### config.mk
export PLATFORM = sky130hd
export DESIGN_NAME = ilc_cell
export DESIGN_NICKNAME = d
export VERILOG_FILES = /design/src/rtl/ilc_pkg.sv /design/src/rtl/ilc_cell.sv
export SDC_FILE = /design/constraint.sdc
export NUM_CORES = 1
export LEC_CHECK = 0
export BUFFER_PORTS_ARGS = -buffer_cell sky130_fd_sc_hd__buf_2
export CAP_MARGIN = 20
export CORE_MARGIN = 2
export CORE_UTILIZATION = 43
export CTS_CLUSTER_DIAMETER = 80
export DETAILED_ROUTE_END_ITERATION = 16
export GPL_ROUTABILITY_DRIVEN = 0
export MAX_ROUTING_LAYER = met4
export PLACE_DENSITY = 0.8
export SLEW_MARGIN = 5
export SYNTH_ARGS = -nofsm -noshare
export SYNTH_HDL_FRONTEND = slang
export SYNTH_SLANG_ARGS = --single-unit
### constraint.sdc
create_clock -name i_clk -period 4.6 [get_ports i_clk]
set_input_delay 0.92 -clock i_clk [delete_from_list [all_inputs] [get_ports i_clk]]
set_output_delay 0.92 -clock i_clk [all_outputs]
set_load 0.005 [all_outputs]
### src/rtl/ilc_pkg.sv
package ilc_pkg;

    localparam int MODE_W  = 3;
    localparam int INDEX_W = 6;
    localparam int DATA_W  = 32;
    localparam int COUNT_W = 7;

    typedef enum logic [MODE_W-1:0] {
        OP_PUSH   = 3'd0,
        OP_POP    = 3'd1,
        OP_REMOVE = 3'd2,
        OP_GET    = 3'd3,
        OP_SET    = 3'd4
    } t_op;

    // per-cycle control broadcast to every cell of the row
    typedef struct packed {
        logic cap;    // capture read data this cycle
        logic rd;     // a successful read is under way
        logic wr;     // a successful push or set is under way
        logic shift;  // a successful remove is under way
    } t_cell_ctl;

endpackage

### src/rtl/ilc_cell.sv
module ilc_cell #(
    parameter int ELEM_WIDTH = 32,
    parameter int CW         = 7,
    parameter int POS        = 0
) (
    input  logic                  i_clk,
    input  ilc_pkg::t_cell_ctl    i_ctl,
    input  logic [CW-1:0]         i_wr_pos,
    input  logic [CW-1:0]         i_rd_pos,
    input  logic [CW-1:0]         i_lo,
    input  logic [CW-1:0]         i_hi,
    input  logic [ELEM_WIDTH-1:0] i_val,
    input  logic [ELEM_WIDTH-1:0] i_next,
    output logic [ELEM_WIDTH-1:0] o_data,
    output logic [ELEM_WIDTH-1:0] o_rd
);
    import ilc_pkg::*;

    localparam logic [CW-1:0] POS_C  = CW'(POS);
    localparam logic [CW-1:0] POS_P1 = CW'(POS + 1);

    logic [ELEM_WIDTH-1:0] r_data;
    logic [ELEM_WIDTH-1:0] r_rd;

    // element store: direct write or take the upper neighbor on compaction
    always_ff @(posedge i_clk) begin
        if (i_ctl.wr && (POS_C == i_wr_pos)) begin
            r_data <= i_val;
        end else if (i_ctl.shift && (POS_C >= i_lo) && (POS_P1 < i_hi)) begin
            r_data <= i_next;
        end
    end

    // masked read share, or-ed together at the top
    always_ff @(posedge i_clk) begin
        if (i_ctl.cap) begin
            r_rd <= (i_ctl.rd && (POS_C == i_rd_pos)) ? r_data : '0;
        end
    end

    assign o_data = r_data;
    assign o_rd   = r_rd;

endmodule

==> results of run 1 <==
==> worst max-delay path, stage by stage <==
cell,delay (ns)
buf_2,0.10
nor4_2,0.28
nand2_2,0.41
buf_4,0.40
o21ai_4,0.40
==> final cells by class <==
type                            count  area, um^2
Fill cell                         505        2487
Sequential cell                    64        1922
Timing Repair Buffer              160       803.3
Multi-Input combinational cell     76       779.5
Clock buffer                       10       127.6
Tap cell                           77       96.34
Clock inverter                      5       25.02
==> cell families (layout without fill, tap and decap cells) <==
| logic type | count (synthesis) | after routing | synth area share, % |
|---|---|---|---|
| flops | 64 | 64 | 70.27 |
| simple gates | 43 | 43 | 10.75 |
| mux | 32 | 32 | 17.15 |
| buf+inv | 6 | 175 | 1.647 |
| compound gates | 1 | 1 | 0.1828 |
==> routing by layer <==
metal	share of wire, %	routed length (um)	vias up
met5	0	0	-
met4	1.0	56	0
met3	6.7	360	5
met2	54	2882	88
met1	39	2084	842
li1	-	-	878
==> cell usage after synthesis, drive strengths merged <==
| master | instances | share of area [%] |
|---|---|---|
| o21ai | 1 | 0.18 |
| nor4 | 3 | 0.91 |
| mux2 | 32 | 17 |
| edfxtp | 64 | 70 |
| nor2 | 1 | 0.14 |
| and2 | 32 | 7.3 |
| nor4b | 2 | 1.2 |
| clkbuf | 3 | 0.41 |
| nor3 | 1 | 0.18 |
| and4b | 1 | 0.37 |
| nand2 | 2 | 0.37 |
| or4 | 1 | 0.27 |
| buf | 3 | 1.2 |
==> cell usage in the layout, fill, tap and decap left out <==
cell type | netlist | layout
nor2_1 | 1 | 1
buf_2 | 0 | 159
buf_4 | 0 | 1
nor4_2 | 1 | 1
nor3_1 | 1 | 1
clkinv_1 | 0 | 2
edfxtp_1 | 64 | 64
mux2_2 | 3 | 3
and2_1 | 32 | 32
mux2_4 | 29 | 29
clkinv_2 | 0 | 2
and4b_1 | 1 | 1
nand2_2 | 1 | 1
or4_1 | 1 | 1
clkbuf_8 | 0 | 9
clkbuf_1 | 3 | 1
nor4_1 | 2 | 2
nand2_1 | 1 | 1
o21ai_4 | 0 | 1
nor4b_1 | 1 | 1
nor4b_4 | 1 | 1
clkinvlp_4 | 0 | 1
==> power breakdown <==
group	switching [mW]	leakage, nW	internal [mW]
combinational	0.0287	1.07	0.0545
sequential	0.00246	0.631	0.650
clock	0.193	0.0770	0.187
total	0.224	1.78	0.892
==> metrics by stage <==
stage	util, %	instances	power, mW	instance area [um^2]	setup WS (ns)
final	60.14	392	1.116	3754	2.000
after global routing	60.14	392	1.164	3754	1.888
after CTS	60.14	392	1.132	3754	1.995
after detailed placement	57.70	377	0.7496	3601	1.650
after global placement	57.70	377	0.7461	3601	1.714
after floorplan	-	146	0.6920	2735	0.5841
==> final timing paths <==
path / end / slack [ns]
worst max-delay path: o_data[8] / 2.00
worst min-delay path: o_rd[31] / 0.54
worst max register to register: o_rd[28] / 3.80
worst min register to register: o_rd[31] / 0.54
==> flip-flops by register name, indices dropped and copies added (netlist names) <==
register  cells
o_data       32
o_rd         32
==> results.yml, run 1 <==
status:
  status: "finished clean"
timing:
  fin_crit_sh_pct: 56.53
  setup_tns_ns: 0
  whs_ns: 0.5424
  setup_viol_count_final: 0
  fin_crit_ns: 2.600
  slew_headroom_pct: 32.14
  final.setup_skew_ns: 0.007927
  timing_worst_slew_pin_value_ns: 1.014
  maximum_clock_frequency_mhz: 384.6
  rsz0062_at_grt: "false"
  timing_hold_violations_final: 0
  final-max-slew-violation-count: 0
job:
  max-cap-violations: 0
worst_hold_path:
  timing.hold.worst.start: "o_data[31]"
  timing.hold.worst.class: "flip-flop to flip-flop"
  whs_path_depth: 1
routing:
  route.antenna.remaining_nets: 0
  iteration_0_drc_count_of_the_detailed_router: 70
  finalWirelength_um: 5384
  drt_pass1_iterations: 4
  route.vias.total: 1813
  drcViolationCount: 0
  route.detailed.wl_per_inst_um: 13.73
  detail_route.vias_per_cell: 4.625
floorplan:
  die_span_x_um: 83.76
  floorplan.core_area_um2: 6241
  placement_rows: 29
  start_util_pct: 43.83
  die_area_um2: 7015
  io_pins: 161
  chip_height_um: 83.76
global_routing:
  met2_usage_pct: 28.22
  track_usage_pct: 16.39
  grt_overflow: 0
  busiest_layer: "met2"
  grt_pass1_wl_um: 8576
  grtUsageMet1_pct: 17.63
  antenna_found_initial: 0
  maximum_number_of_pins_on_one_net_before_global_route_repair: 33
  grt.met3_usage_pct: 3.660
  first_global_vias: 1848
setup_path:
  crit_path_start: "i_wr_pos[1]"
  endpoint_arrival_time_on_the_critical_path_ns: 2.54
  timing.critical_path.required_ns: 4.54
  path_max_fanout: 32
  timing.critical_path.from_type: "input port"
  reg2reg_from: "o_data[28]"
  timing_worst_setup_path_type: "input port to flip-flop"
  critPathCaptureType: "flip-flop"
  r2r_cells: 1
cells_and_area:
  design.final.nets: 408
  synthToLayoutAreaGrowth_pct: 37.24
  antennaDiodeCount: 0
  final_layout_size_suffix_gt1_share_pct: 66.03
synthesis:
  yosysUniqueCellTypes: 17
  mappedNetlistArea_um2: 2735
  yosysSeqAreaShare_pct: 70.27
  postSynthNetCount: 243
  postSynthAreaPerCell_um2: 18.73
  syn_inst: 146
  ys_seq_elements: 64
  yosys_warnings: 0
clock_network:
  cts_resized: 0
  clock-root-buffer: "clkbuf_8"
  post-cts-setup-buffers: 0
  cts-root-to-sink-buffers: 2
  tritoncts: "done"
  clkSinkCount: 64
  htreeDepth: 3
  tritoncts.num_buffers: 9
  cts_hold_repair.buffers: 0
  clk_transition_reported_paths_ns: 0.06
  worst_skew_pair.late_latency_ns: 0.32
power_and_ir_drop:
  p_leak_nw: 1.781
  p_per_area_nw_per_um2: 297.2
  peakVddDrop_v: 0.0001821
placed_design:
  port_buffers: 159
  dp_hpwl_um: 3988
Note: power is estimated with default switching activity, not from simulation.
==> run 2: changes to the inputs <==
--- a/config.mk
+++ b/config.mk
@@ -8,12 +8,12 @@
 export BUFFER_PORTS_ARGS = -buffer_cell sky130_fd_sc_hd__buf_2
 export CAP_MARGIN = 20
 export CORE_MARGIN = 2
-export CORE_UTILIZATION = 43
+export CORE_UTILIZATION = 39
 export CTS_CLUSTER_DIAMETER = 80
 export DETAILED_ROUTE_END_ITERATION = 16
 export GPL_ROUTABILITY_DRIVEN = 0
 export MAX_ROUTING_LAYER = met4
-export PLACE_DENSITY = 0.8
+export PLACE_DENSITY = 0.77
 export SLEW_MARGIN = 5
 export SYNTH_ARGS = -nofsm -noshare
 export SYNTH_HDL_FRONTEND = slang
==> constraint.sdc (replaced) <==
create_clock -name i_clk -period 2.39 [get_ports i_clk]
set_input_delay 0.478 -clock i_clk [delete_from_list [all_inputs] [get_ports i_clk]]
set_output_delay 0.478 -clock i_clk [all_outputs]
set_load 0.005 [all_outputs]
==> run 2 against run 1 <==
  * Hold slack got worse by 0.090 ns
  * Sequential share of layout area decreased by 0.52 points
  * Largest cell class unchanged
  * Largest power group unchanged
  * Non-clock buffer count increased by 2
  * Sequential power increased by 93%
  * Critical path type unchanged
  * Setup slack got worse by 1.5 ns
  * Clock skew decreased by 0.0021 ns
==> results.yml, run 2 (synthesis gave the netlist of run 1 again) <==
clock_network:
  tritoncts.num_buffers: 9
  worst_skew_pair.late_latency_ns: 0.32
  cts_resized: 0
  clk_transition_reported_paths_ns: 0.07
  htreeDepth: 3
  post-cts-setup-buffers: 0
  tritoncts: "done"
  cts-root-to-sink-buffers: 2
  clock-root-buffer: "clkbuf_8"
  clkSinkCount: 64
  cts_hold_repair.buffers: 0
worst_hold_path:
  timing.hold.worst.class: "input port to flip-flop"
routing:
  route.antenna.remaining_nets: 0
  iteration_0_drc_count_of_the_detailed_router: 47
  route.vias.total: 1815
  drcViolationCount: 0
  drt_pass1_iterations: 4
  detail_route.vias_per_cell: 4.395
  finalWirelength_um: 5412
  route.detailed.wl_per_inst_um: 13.10
global_routing:
  track_usage_pct: 14.20
  antenna_found_initial: 0
  grt_pass1_wl_um: 7866
  maximum_number_of_pins_on_one_net_before_global_route_repair: 33
  grt_overflow: 0
  first_global_vias: 1849
cells_and_area:
  multiInputGateArea_um2: 779.5
  final_layout_size_suffix_gt1_share_pct: 66.25
  layout.cells.most_common_list: "159 x buf_2, 64 x edfxtp_1, 32 x and2_1, 29 x mux2_4, 9 x clkbuf_8"
  n_fill_cell: 572
  synthToLayoutAreaGrowth_pct: 38.66
  antennaDiodeCount: 0
  final_common_cell: "buf_2"
  design.final.nets: 410
  final_cell_count_no_fill: 413
  postLayoutCoreUtil_pct: 55.82
  seq_area_um2: 1922
placed_design:
  port_buffers: 159
  dp_hpwl_um: 4213
  post-place-cells: 398
timing:
  maximum_clock_frequency_mhz: 532.5
  timing_worst_slew_pin_value_ns: 0.9929
  slew_headroom_pct: 33.56
  final.setup_skew_ns: 0.005827
  rsz0062_at_grt: "false"
  whs_ns: 0.4523
  final-max-slew-violation-count: 0
  timing_hold_violations_final: 0
  setup_viol_count_final: 0
  fin_crit_sh_pct: 78.57
  fin_crit_ns: 1.878
  setup_tns_ns: 0
power_and_ir_drop:
  p_per_area_nw_per_um2: 563.8
  p_leak_nw: 1.790
  peakVddDrop_v: 0.0002944
floorplan:
  start_util_pct: 40.26
  chip_height_um: 87.75
  floorplan.core_area_um2: 6794
  placement_rows: 30
  die_span_x_um: 87.75
  die_area_um2: 7699
  io_pins: 161
setup_path:
  endpoint_arrival_time_on_the_critical_path_ns: 1.82
  path_max_fanout: 32
  timing.critical_path.from_type: "input port"
  critPathCaptureType: "flip-flop"
  timing.critical_path.required_ns: 2.33
  timing_worst_setup_path_type: "input port to flip-flop"
job:
  max-cap-violations: 0
status:
  status: "finished clean"
run 2: cell count changes in the layout (fill, tap and decap cells not counted), sizes merged:
cell  delta
buf      +2
run 2: report_power, final:
group | internal (mW) | switching (mW) | total, mW
clock network | 0.359 | 0.362 | 0.721
registers | 1.25 | 0.00432 | 1.26
logic | 0.105 | 0.0556 | 0.161
run 2: worst max-delay path, cell delays in order:
cell     delay (ns)
buf_2          0.10
nor4b_1        0.31
nand2_1        0.14
o21ai_4        0.79
run 2: area by class of cell:
| type | instances | area share (%) |
|---|---|---|
| Clock buffer | 10 | 3.365 |
| Clock inverter | 5 | 0.6598 |
| Multi-Input combinational cell | 76 | 20.55 |
| Sequential cell | 64 | 50.68 |
| Tap cell | 96 | 3.167 |
| Timing Repair Buffer | 162 | 21.58 |
run 2: per-layer routing:
layer	GRT usage (%)	routed length (um)
met1	13.13	1962
met2	25.55	2929
met3	3.110	348
met4	10.07	173
met5	-	0
run 2: through the flow:
stage	worst slack, ns	power [mW]	cell area [um^2]
after global routing	0.3271	2.230	3792
after detailed placement	0.1319	1.444	3640
after CTS	0.4758	2.175	3792
after global placement	0.1932	1.437	3640
final	0.5121	2.138	3792
after floorplan	0.2700	1.332	2739
run 2: worst paths after layout:
check / from / slack [ns] / end / cells after the start
worst min-delay path: i_val[8] / 0.45 / o_data[8] / 2
worst max register to register: o_data[27] / 1.60 / o_rd[27] / 1
worst min register to register: o_data[9] / 0.54 / o_rd[9] / 1
worst max-delay path: i_lo[1] / 0.51 / o_data[15] / 4
